==> config.mk <==
export PLATFORM = sky130hd
export DESIGN_NAME = mutex_with_waiter_stack
export DESIGN_NICKNAME = d
export VERILOG_FILES = /design/src/rtl/core/mwws_pkg.sv /design/src/rtl/core/mutex_with_waiter_stack.sv /design/src/rtl/core/mwws_cell.sv
export SDC_FILE = /design/constraint.sdc
export NUM_CORES = 1
export LEC_CHECK = 0
export ABC_AREA = 1
export BUFFER_PORTS_ARGS = -buffer_cell sky130_fd_sc_hd__buf_2
export CORE_ASPECT_RATIO = 0.5
export CORE_MARGIN = 2
export CORE_UTILIZATION = 47
export CTS_BUF_LIST = sky130_fd_sc_hd__clkbuf_4
export DETAILED_ROUTE_END_ITERATION = 7
export PLACE_DENSITY = 0.66
export SYNTH_ARGS = -nofsm -noshare
export SYNTH_HDL_FRONTEND = slang
export SYNTH_SLANG_ARGS = --single-unit
export TNS_END_PERCENT = 20
==> constraint.sdc <==
create_clock -name clk_i -period 4.9 [get_ports clk_i]
set_input_delay 0.735 -clock clk_i [delete_from_list [all_inputs] [get_ports clk_i]]
set_output_delay 0.735 -clock clk_i [all_outputs]
set_load 0.01 [all_outputs]
==> src/rtl/core/mwws_pkg.sv <==
// ----------------------------------------------------------------------------
// Mutex with waiter stack package
// Shared sizes, beat types and codes for the mutex and its waiter stack cells.
// ----------------------------------------------------------------------------
package mwws_pkg;

  localparam int MaxTasks = 32;
  localparam int TidW     = 5;
  localparam int CntW     = $clog2(MaxTasks + 1);
  localparam int StatW    = 3;

  localparam logic KIND_LOCK   = 1'b0;
  localparam logic KIND_UNLOCK = 1'b1;

  typedef enum logic [StatW-1:0] {
    ST_GRANTED = 3'd0,
    ST_BLOCKED = 3'd1,
    ST_FREED   = 3'd2,
    ST_HANDED  = 3'd3,
    ST_IGNORED = 3'd4,
    ST_FULL    = 3'd5
  } status_e;

  typedef enum logic [1:0] {
    SH_HOLD = 2'd0,
    SH_PUSH = 2'd1,
    SH_POP  = 2'd2
  } shop_e;

  typedef struct packed {
    logic            kind;
    logic [TidW-1:0] task_id;
  } req_t;

  typedef struct packed {
    logic [StatW-1:0] status;
    logic [TidW-1:0]  woken_task;
  } rsp_t;

endpackage

==> src/rtl/core/mutex_with_waiter_stack.sv <==
// ----------------------------------------------------------------------------
// Mutex with waiter stack
// Hardware mutex whose blocked requesters wait on a LIFO stack built from a
// row of shifting cells; the owner's unlock hands the mutex to the top waiter.
// ----------------------------------------------------------------------------
// Channel   | Handshake        | Beat
// request   | start_i, busy_o  | req_i  (kind, task_id)
// response  | done_o           | rsp_o  (status, woken_task)
//
// A request is taken in any cycle and its response is shown in the next cycle,
// for one cycle, so one request per cycle is sustained, since the owner, the
// fill count and the cell row are all updated as the request is taken.
// busy_o stays low. Reset needs no clearing pass.
// The receiver cannot stall, so nothing backs up.
// ----------------------------------------------------------------------------
module mutex_with_waiter_stack (
  input  logic           clk_i,
  input  logic           rst_ni,
  input  logic           start_i,
  input  mwws_pkg::req_t req_i,
  output logic           busy_o,
  output logic           done_o,
  output mwws_pkg::rsp_t rsp_o
);
  import mwws_pkg::*;

  logic            held_q, held_d;
  logic [TidW-1:0] owner_q, owner_d;
  logic [CntW-1:0] cnt_q, cnt_d;
  logic            done_q;
  rsp_t            rsp_q, rsp_d;
  shop_e           op;
  logic            accept;

  logic [TidW-1:0] cell_q [MaxTasks];

  assign accept = start_i && !busy_o;

  always_comb begin
    held_d  = held_q;
    owner_d = owner_q;
    cnt_d   = cnt_q;
    op      = SH_HOLD;
    rsp_d.status     = ST_IGNORED;
    rsp_d.woken_task = '0;
    if (req_i.kind == KIND_LOCK) begin
      if (!held_q) begin
        held_d       = 1'b1;
        owner_d      = req_i.task_id;
        rsp_d.status = ST_GRANTED;
      end else if (cnt_q == CntW'(MaxTasks)) begin
        rsp_d.status = ST_FULL;
      end else begin
        cnt_d        = cnt_q + CntW'(1);
        op           = SH_PUSH;
        rsp_d.status = ST_BLOCKED;
      end
    end else begin
      if (!held_q || owner_q != req_i.task_id) begin
        rsp_d.status = ST_IGNORED;
      end else if (cnt_q != '0) begin
        cnt_d            = cnt_q - CntW'(1);
        op               = SH_POP;
        owner_d          = cell_q[0];
        rsp_d.woken_task = cell_q[0];
        rsp_d.status     = ST_HANDED;
      end else begin
        held_d       = 1'b0;
        owner_d      = '0;
        cnt_d        = '0;
        rsp_d.status = ST_FREED;
      end
    end
    if (!accept) begin
      held_d  = held_q;
      owner_d = owner_q;
      cnt_d   = cnt_q;
      op      = SH_HOLD;
    end
  end

  always_ff @(posedge clk_i or negedge rst_ni) begin
    if (!rst_ni) begin
      held_q  <= 1'b0;
      owner_q <= '0;
      cnt_q   <= '0;
      done_q  <= 1'b0;
    end else begin
      held_q  <= held_d;
      owner_q <= owner_d;
      cnt_q   <= cnt_d;
      done_q  <= accept;
    end
  end

  always_ff @(posedge clk_i) begin
    if (accept) begin
      rsp_q <= rsp_d;
    end
  end

  for (genvar i = 0; i < MaxTasks; i++) begin : g_cell
    logic [TidW-1:0] up, dn;
    if (i == 0) begin : g_top
      assign up = req_i.task_id;
    end else begin : g_mid
      assign up = cell_q[i-1];
    end
    if (i == MaxTasks - 1) begin : g_bot
      assign dn = '0;
    end else begin : g_inner
      assign dn = cell_q[i+1];
    end
    mwws_cell u_cell (
      .clk_i  (clk_i),
      .rst_ni (rst_ni),
      .op_i   (op),
      .up_i   (up),
      .dn_i   (dn),
      .q_o    (cell_q[i])
    );
  end

  assign busy_o = 1'b0;
  assign done_o = done_q;
  assign rsp_o  = rsp_q;

endmodule

==> src/rtl/core/mwws_cell.sv <==
// ----------------------------------------------------------------------------
// Waiter stack cell
// One entry of the shifting waiter stack; takes its upper neighbor's entry on
// a push and its lower neighbor's entry on a pop.
// ----------------------------------------------------------------------------
module mwws_cell (
  input  logic                  clk_i,
  input  logic                  rst_ni,
  input  mwws_pkg::shop_e       op_i,
  input  logic [mwws_pkg::TidW-1:0] up_i,
  input  logic [mwws_pkg::TidW-1:0] dn_i,
  output logic [mwws_pkg::TidW-1:0] q_o
);
  import mwws_pkg::*;

  logic [TidW-1:0] entry_q, entry_d;

  always_comb begin
    case (op_i)
      SH_PUSH: entry_d = up_i;
      SH_POP:  entry_d = dn_i;
      default: entry_d = entry_q;
    endcase
  end

  // The stack fill count alone tells which entries are valid.
  always_ff @(posedge clk_i or negedge rst_ni) begin
    if (!rst_ni) begin
      entry_q <= '0;
    end else begin
      entry_q <= entry_d;
    end
  end

  assign q_o = entry_q;

endmodule

# Yosys cells after proc, flatten, opt, wreduce, memory -nomap -nowiden
# Cells that the tools add are included.
[word_totals] reg_bits=181 out_inout_bits=10 input_bits=9
[classes] eq_ne=8 reduce_logical=9 mux=55 addsub=2 bitwise_logic=1
[op_table] op="5-bit one-hot mux with 2 select lines" n=32
[op_table] op="6-bit two-way mux" n=5
[op_table] op="5-bit two-way mux" n=4
[op_table] op="3-bit two-way mux" n=4
[op_table] op="2-bit two-way mux" n=4
[op_table] op="2-bit inequality test, second input constant" n=4
[op_table] op="6-bit by 1-bit adder with 6-bit output, second input constant" n=1
[op_table] op="6-bit == test, second input constant" n=1
[op_table] op="1-bit two-way mux" n=6
[op_table] op="3-bit AND reduction" n=2
[op_table] op="6-bit nonzero test" n=1
[op_table] op="6-bit by 1-bit subtractor with 6-bit output, second input constant" n=1
[op_table] op="5-bit inequality test" n=1
[op_table] op="4-bit AND reduction" n=1
[op_table] op="2-bit nonzero test" n=2
[op_table] op="2-bit by 1-bit == test with 1-bit output, second input constant" n=1
[op_table] op="2-bit == test, second input constant" n=1
[op_table] op="2-bit OR reduction" n=1
[op_table] op="1-bit logical NOT" n=1
[op_table] op="1-bit logical OR" n=1
[op_table] op="1-bit inverter" n=1

# Depth between registers and ports, before layout
# Gate-level depths: netlist (run 1).
[depth] ltp_word=7 depth_mapped=15

# By module
# From an unflattened synthesis (run 1), not the netlist that was laid out.
[hier_totals] hier_cells=1581 hier_area_um2=10709.0
[by_module_without_submodules] mod="mwws_cell" seq_area_each_um2=125.1 n_inst=32 area_each_um2=294.0 cells_per_inst=44
[by_module_without_submodules] mod="mutex_with_waiter_stack" seq_area_each_um2=565.5 n_inst=1 area_each_um2=1300.0 cells_per_inst=173

# Worst setup path after synthesis (run 1)
# OpenSTA, ideal clock, no wires.
[synth_timing] path_kind="input to register" start="input req_i[0] (netlist bit)" end="register g_cell[18].u_cell.entry_q[0]" path_stages=14 path_buffers=2 arrival_ns=2.425 slack_ns=2.392 setup_time_ns=0.083 t_required_ns=4.817 cell_sequence="inv_2 > nand2_1 > nand2_1 > nor2_2 > nand3_4 > nor2_2 > nand2_2 > nor2_1 > ha_1 > inv_2 > buf_2 > buf_1 > o211ai_1 > o21ai_0"
[synth_between] elab_chain_len=7
[synth_rtl] item="start: declaration" line_no="mutex_with_waiter_stack.sv:20" source="input mwws_pkg::req_t req_i,"
[synth_rtl] item="5-bit inequality test *" line_no="mutex_with_waiter_stack.sv:59" source="if (!held_q || owner_q != req_i.task_id) begin"
[synth_rtl] item="1-bit logical OR *" line_no="mutex_with_waiter_stack.sv:59"
[synth_rtl] item="2-bit two-way mux *" line_no="mutex_with_waiter_stack.sv:59"
[synth_rtl] item="2-bit two-way mux *" line_no="mutex_with_waiter_stack.sv:46" source="if (req_i.kind == KIND_LOCK) begin"
[synth_rtl] item="2-bit two-way mux *" line_no="mutex_with_waiter_stack.sv:74" source="if (!accept) begin"
[synth_rtl] item="2-bit == test or 2-bit by 1-bit == test with 1-bit output (tied branches)" line_no="mwws_cell.sv:19" source="case (op_i)"
[synth_rtl] item="5-bit one-hot mux with 2 select lines or 2-bit nonzero test (tied branches)"
[synth_rtl] item="end signal: assignment" line_no="mwws_cell.sv:31" source="entry_q <= entry_d;"
[synth_rtl] item="end: declaration" line_no="mwws_cell.sv:16" source="logic [TidW-1:0] entry_q, entry_d;"
# Mark *: on every way between the ends. The rest lies on a longest branch, timed or not.
# A chain may end at the register's enable or synchronous reset.

# Worst setup path in the final report (run 1)
[layout_timing] start="register cnt_q[0]" end="register g_cell[9].u_cell.entry_q[1]"
[layout_between] elab_chain_len=7
[layout_rtl] item="start: declaration" line_no="mutex_with_waiter_stack.sv:29" source="logic [CntW-1:0] cnt_q, cnt_d;"
[layout_rtl] item="start signal: assignment" line_no="mutex_with_waiter_stack.sv:91" source="cnt_q <= cnt_d;"
[layout_rtl] item="6-bit == test or 6-bit nonzero test (tied branches)" line_no="mutex_with_waiter_stack.sv:51, mutex_with_waiter_stack.sv:61"
[layout_rtl] item="1-bit two-way mux or 2-bit two-way mux (tied branches)" line_no="mutex_with_waiter_stack.sv:51, mutex_with_waiter_stack.sv:61"
[layout_rtl] item="1-bit two-way mux or 2-bit two-way mux (tied branches)" line_no="mutex_with_waiter_stack.sv:47, mutex_with_waiter_stack.sv:59"
[layout_rtl] item="2-bit two-way mux *" line_no="mutex_with_waiter_stack.sv:46"
[layout_rtl] item="2-bit two-way mux *" line_no="mutex_with_waiter_stack.sv:74"
[layout_rtl] item="2-bit == test or 2-bit by 1-bit == test with 1-bit output (tied branches)" line_no="mwws_cell.sv:19"
[layout_rtl] item="5-bit one-hot mux with 2 select lines or 2-bit nonzero test (tied branches)"
[layout_rtl] item="end signal: assignment" line_no="mwws_cell.sv:31"
[layout_rtl] item="end: declaration" line_no="mwws_cell.sv:16"
# Marked as above.

==> reports/metrics.cfg, run 1 <==
[floorplanning]
num_rows=35
core_mm2=0.01835
dieArea_mm2=0.01986
die_h_um=100.7
io_pins=19
initial_core_util_pct=47.87
die_w_um=197.3

[routing]
ant_nets=0
wl_per_cell_um=12.21
dr.pass1.iters=5
drcViolationCount=0
vias_per_cell=5.234
vias=6563
drt-initial-drc-count=610
routed_wl_um=15310

[clocking]
root_buffer=clkbuf_4
htree_levels=4
clock-sinks=181
path_clk_slew_ns=0.16
cts_hold_buf=0
cts_buffer_depth=2
cts_resized=0
clkLatencyLatePin_ns=0.54
cts_buffers=17
cts_tree=built
postCtsSetupBuffers=0

[yosys]
synth_top_area_share_pct=49.29
yosysTopAreaCell=dfrtp_1
yosysWarnings=0
syn_inst=1031
synth_seq_cells=181
syn_area_per_cell_um2=8.519
ys_seq_area_share_pct=52.02
synthTopCellsByArea=dfrtp_1 49%, o211ai_1 13%, nand2_1 9.3%
syn_area_mm2=0.008783
synth.distinct_cells=30
synth_nets=1044

[global_route]
grt_start_max_net_pins=151
grt_usage_pct=16.84
grt_most_used_layer=met2
grt_antenna_before_repair=0
use_met3_pct=3.212
grt_overflow_total=0
grt_pass1_wl_um=27870
grt_pass1_vias=6150
grtUsageMet2_pct=27.87
grtUsageMet1_pct=23.16

[sta]
relSlewSlack_pct=30.36
tightestPinTransition_ns=1.045
setup_viol=0
post-route-min-period_ns=3.120
final.setup.tns_ns=0
fin_skew_ns=0.02794
finalHoldViolations=0
hold_slack_ns=0.2527
finalMaxSlewViolations=0
rsz0062_at_grt=false
max_freq_ghz=0.3205
fin_crit_sh_pct=63.68

[placed_design]
port_buffers=17
gp_congestion=0.8517
dp_hpwl_um=9299
placed_area_mm2=0.008957

[setup_path]
cp-start-kind=flip-flop
arrival_ns=3.57
end_kind=flip-flop
worstSetupPathType=flip-flop to flip-flop
required_ns=5.35
crit_path_max_fanout=125

[layout]
finalNetCount=1015
drive_gt1_share_pct=7.692
areaGrowthSynthToFinish_pct=4.744
diodes=0
utilization_pct=50.14
fin_area_mm2=0.009200

[power_and_ir_drop]
p_leak_nw=3.749
pwr_density_cell_mw_per_mm2=460.3
ir_drop_mv=0.1918

[flow_run]
drv_cap=0

[hold_path]
hp-class=input port to async pin

[outcome]
outcome=complete, no violations

## layout make-up
class	count	area [µm²]
clock buffer	18	135.1
clock inverter	13	107.6
fill	1716	9149
inverter	175	664.4
multi-input combinational	602	3234
sequential	181	4569
tap	240	300.3
timing repair buffer	25	188.9
## registers in the layout, summed over array words and instances (netlist names)
signal / count
cnt_q: 6
rsp_o: 8
held_q: 1
owner_q: 5
g_cell.u_cell.q_o: 160
done_o: 1
## cells in the mapped netlist (all sizes together)
master and number:
nand4 3, a21oi 3, inv 175, o211ai 151, or2 1, edfxtp 8, nand3 23, xor2 1
conb 1, o21ai 168, buf 45, nor3 1, o22ai 6, nand3b 1, clkbuf 28, dfrtp 173
o21a 1, nand2 221, ha 4, nor2 17
## per-layer routing
layer | wire length [µm] | up-vias
met5 | 0 | -
met4 | 88 | 0
met3 | 399 | 5
met2 | 6985 | 69
met1 | 7835 | 3132
li1 | - | 3357
## power breakdown
part	internal (mW)	leakage, nW	switching [mW]
Sequential	2.05	2.37	0.332
Combinational	0.392	1.24	0.698
Clock	0.254	0.132	0.506
Total	2.70	3.75	1.54
## critical path, stage by stage, from the launching register on
cell and delay, ns:
dfrtp_1 0.49, inv_1 0.07, ha_1 0.22, inv_1 0.10, nor2_4 0.05, nand3_2 0.13, nand2_2 0.13, nor2_1 0.23
ha_1 0.39, inv_8 0.43, buf_4 0.46, o211ai_1 0.14, o21ai_1 0.10
## logic make-up (layout without fill, tap and decap cells)
logic type,Yosys count,in the layout,synth area share [%]
compound gates,329,329,23.29
simple gates,267,267,12.68
buf+inv,248,231,11.30
flops,181,181,52.02
fa+ha+maj,4,4,0.5698
other cells,1,1,0.04269
xor+xnor,1,1,0.09973
## cells in the final DEF, fill, tap and decap left out, types with 5 or more instances in the layout
cell type,n
o21ai_1,42
buf_2,16
nand3_1,18
edfxtp_1,8
dfrtp_1,173
nor2_2,5
o22ai_1,6
nand2_1,217
buf_4,5
nor2_1,11
o211ai_1,151
o21ai_0,126
clkbuf_4,18
inv_1,168
inv_2,6
## final timing paths
kind / startpoint / end / slack, ns / cells after the start
max in group asynchronous: rst_ni / g_cell[0].u_cell.q_o[3]$_DFFE_PN0P_ / 3.53 / 2
min in group clk_i: start_i / done_o$_DFF_PN0_ / 0.48 / 1
worst max-delay path: cnt_q[0]$_DFFE_PN0P_ / g_cell[9].u_cell.q_o[1]$_DFFE_PN0P_ / 1.78 / 12
worst max register to register: cnt_q[0]$_DFFE_PN0P_ / g_cell[9].u_cell.q_o[1]$_DFFE_PN0P_ / 1.78 / 12
worst min-delay path: rst_ni / cnt_q[0]$_DFFE_PN0P_ / 0.25 / 1
worst min register to register: g_cell[16].u_cell.q_o[2]$_DFFE_PN0P_ / g_cell[17].u_cell.q_o[2]$_DFFE_PN0P_ / 0.51 / 2
## per-stage QoR
stage / std cells / worst slack (ns) / total power, mW
6_report: 1254 / 1.780 / 4.234
5_1_grt: 1254 / 1.492 / 4.618
4_1_cts: 1254 / 1.785 / 4.288
3_5_place_dp: 1223 / 1.438 / 3.515
3_3_place_gp: 1223 / 1.570 / 3.458
2_1_floorplan: 1031 / 2.392 / 3.221
(Power assumes the default switching activity.)
==> run 2, diff against run 1 <==
Settings changed: ABC_AREA 1 to 0, PLACE_DENSITY 0.66 to 0.68.
Clock period 4.9 ns to 2.55 ns, I/O delays scaled along.
==> reports/metrics.cfg, run 2 <==
[global_route]
grt_pass1_wl_um=25610
grt_antenna_before_repair=0
grt_usage_pct=16.03
grt_start_max_net_pins=95
grt_overflow_total=0
grt_pass1_vias=5341

[layout]
final_common_cell=dfrtp_1
most-common-layout-cells=173 x dfrtp_1, 171 x nand2_1, 155 x mux2i_1
largest_reg_flops=160
finalNetCount=855
fin_area_mm2=0.009792
drive_gt1_share_pct=14.15
utilization_pct=56.14
areaGrowthSynthToFinish_pct=16.39
diodes=0

[floorplanning]
die_w_um=193.2
core_mm2=0.01744
num_rows=34
io_pins=19
die_h_um=98.61
dieArea_mm2=0.01905
initial_core_util_pct=48.24

[sta]
finalWorstSetupSlack_ns=0.06779
finalMaxSlewViolations=0
max_freq_ghz=0.4029
relSlewSlack_pct=53.25
tightestPinTransition_ns=0.6959
rsz0062_at_grt=true
finalHoldViolations=0
fin_skew_ns=0.02660
post-route-min-period_ns=2.482
final.setup.tns_ns=0
fin_crit_sh_pct=97.34
setup_viol=0

[yosys]
synth_commonest_cells=173 x dfrtp_1, 173 x nand2_1, 164 x o21ai_0
synth_top_area_share_pct=51.46
synth_edf_count=8
syn_area_mm2=0.008413
yosysWarnings=0
synth_ff_type=dfrtp_1
synth_seq_cells=181
syn_inst=810
synth.distinct_cells=44
async_reset_ff_share_pct=95.58
synth_nets=823
syn_area_per_cell_um2=10.39
yosysTopAreaCell=dfrtp_1
synthTopCellsByArea=dfrtp_1 51%, mux2i_1 19%, o21ai_0 9.8%
ys_seq_area_share_pct=54.31

[routing]
drt-initial-drc-count=373
vias=5890
ant_nets=0
wl_per_cell_um=15.45
routed_wl_um=16820
vias_per_cell=5.409
dr.pass1.iters=7
drcViolationCount=0

[placed_design]
gp_congestion=0.8283
port_buffers=17
dp_slack_ns=0.08679
placed_area_mm2=0.008906
dp_hpwl_um=9141

[setup_path]
cp_top_family=simple AND/OR/NAND/NOR gates
cp_num_buf_inv=4
arrival_ns=2.93
r2r_cells=10
crit_path_max_incr_delay_ns=0.50
crit_top_cell=buf_6
cp-start-kind=flip-flop
critical_path_depth=10
crit_path_max_fanout=38
worstPathCellList=inv_1, ha_2, or4b_4, o2111ai_4, buf_6, ha_4, buf_6, clkbuf_16, nand2_1, o21ai_0
required_ns=3.00
worstSetupPathType=flip-flop to flip-flop
crit_slowest_cell=or4b_4
end_kind=flip-flop

[clocking]
root_buffer=clkbuf_4
path_clk_slew_ns=0.17
cts_buffer_depth=2
clkLatencyLatePin_ns=0.57
htree_levels=4
cts_buffers=17
clock-sinks=181
cts_tree=built

[hold_path]
hp-class=input port to flip-flop
holdPathStages=3

[power_and_ir_drop]
total_power_mw=6.731
p_leak_nw=3.852
pwr_density_cell_mw_per_mm2=687.4
ir_drop_mv=0.3367

[outcome]
outcome=complete, no violations

[flow_run]
drv_cap=0

[run 2: cell count changes after synthesis, moves of 12 or more]
cell and change:
nand3_1 -15, nand2_1 -44, o21ai_0 +38, clkbuf_1 +12, mux2i_1 +156, buf_2 -31, o211ai_1 -151, inv_1 -162
o21ai_1 -42
[run 2: metal layers]
metal | wire length (µm) | share of wire (%) | GRT usage (%) | vias up
met5 | 0 | 0 | 0 | -
met1 | 8618 | 51 | 22.69 | 2902
li1 | - | - | - | 2898
met3 | 525 | 3.1 | 3.662 | 15
met4 | 179 | 1.1 | 4.756 | 0
met2 | 7500 | 45 | 24.86 | 75
[run 2: final timing paths]
| check | from | end | slack, ns |
|---|---|---|---|
| worst min register to register | g_cell[31].u_cell.q_o[4]$_DFFE_PN0P_ | g_cell[31].u_cell.q_o[4]$_DFFE_PN0P_ | 0.51 |
| worst max register to register | cnt_q[0]$_DFFE_PN0P_ | g_cell[6].u_cell.q_o[0]$_DFFE_PN0P_ | 0.07 |
| worst min-delay path | req_i[3] | g_cell[0].u_cell.q_o[3]$_DFFE_PN0P_ | 0.17 |
| min in group asynchronous | rst_ni | g_cell[23].u_cell.q_o[1]$_DFFE_PN0P_ | 0.37 |
| worst max-delay path | cnt_q[0]$_DFFE_PN0P_ | g_cell[6].u_cell.q_o[0]$_DFFE_PN0P_ | 0.07 |
| max in group asynchronous | rst_ni | g_cell[23].u_cell.q_o[2]$_DFFE_PN0P_ | 1.43 |
[run 2: cell type report]
cell class	instances	area, µm²
clock buffer	18	135.1
inverter	6	22.52
tap	234	292.8
sequential	181	4569
timing repair buffer	72	1018
clock inverter	14	135.1
fill	1430	7650
multi-input combinational	564	3618
[run 2: worst register-to-register path: stages (launching register included)]
cell and delay [ns]:
dfrtp_1 0.42, inv_1 0.06, ha_2 0.17, or4b_4 0.50, o2111ai_4 0.31, buf_6 0.15
ha_4 0.23, buf_6 0.15, clkbuf_16 0.20, nand2_1 0.09, o21ai_0 0.08
[run 2: report_power, final]
group / internal (mW) / switching, mW
Combinational: 0.669 / 0.700
Sequential: 3.38 / 0.427
Clock: 0.448 / 1.10
[run 2: kinds of logic after synthesis]
logic type                 Yosys count  share of synthesized area (%)
muxes                              161                          19.23
xor gates and xnor gates             5                         0.5205
and+or+nand+nor                    207                          10.02
adders and majority gates            4                         0.5949
DFF                                181                          54.31
other                                1                        0.04457
buffers and inverters               65                          3.168
AOI/OAI and AO/OA                  186                          12.11
[run 2: what timing repair did]
action / in CTS / in global routing
resized for setup: 0 / 48
hold buffers: 1 / 0
endpoints found under the setup margin: 0 / 158
hold endpoints to repair: 61 / 0
setup buffers: 0 / 13
[run 2: per-stage QoR]
stage / hold slack (ns) / instances
global route: 0.1441 / 1089
floorplan: 0.08691 / 810
CTS: 0.1402 / 1058
detailed placement: 0.4292 / 1025
global placement: 0.4231 / 1025
finish: 0.1655 / 1089
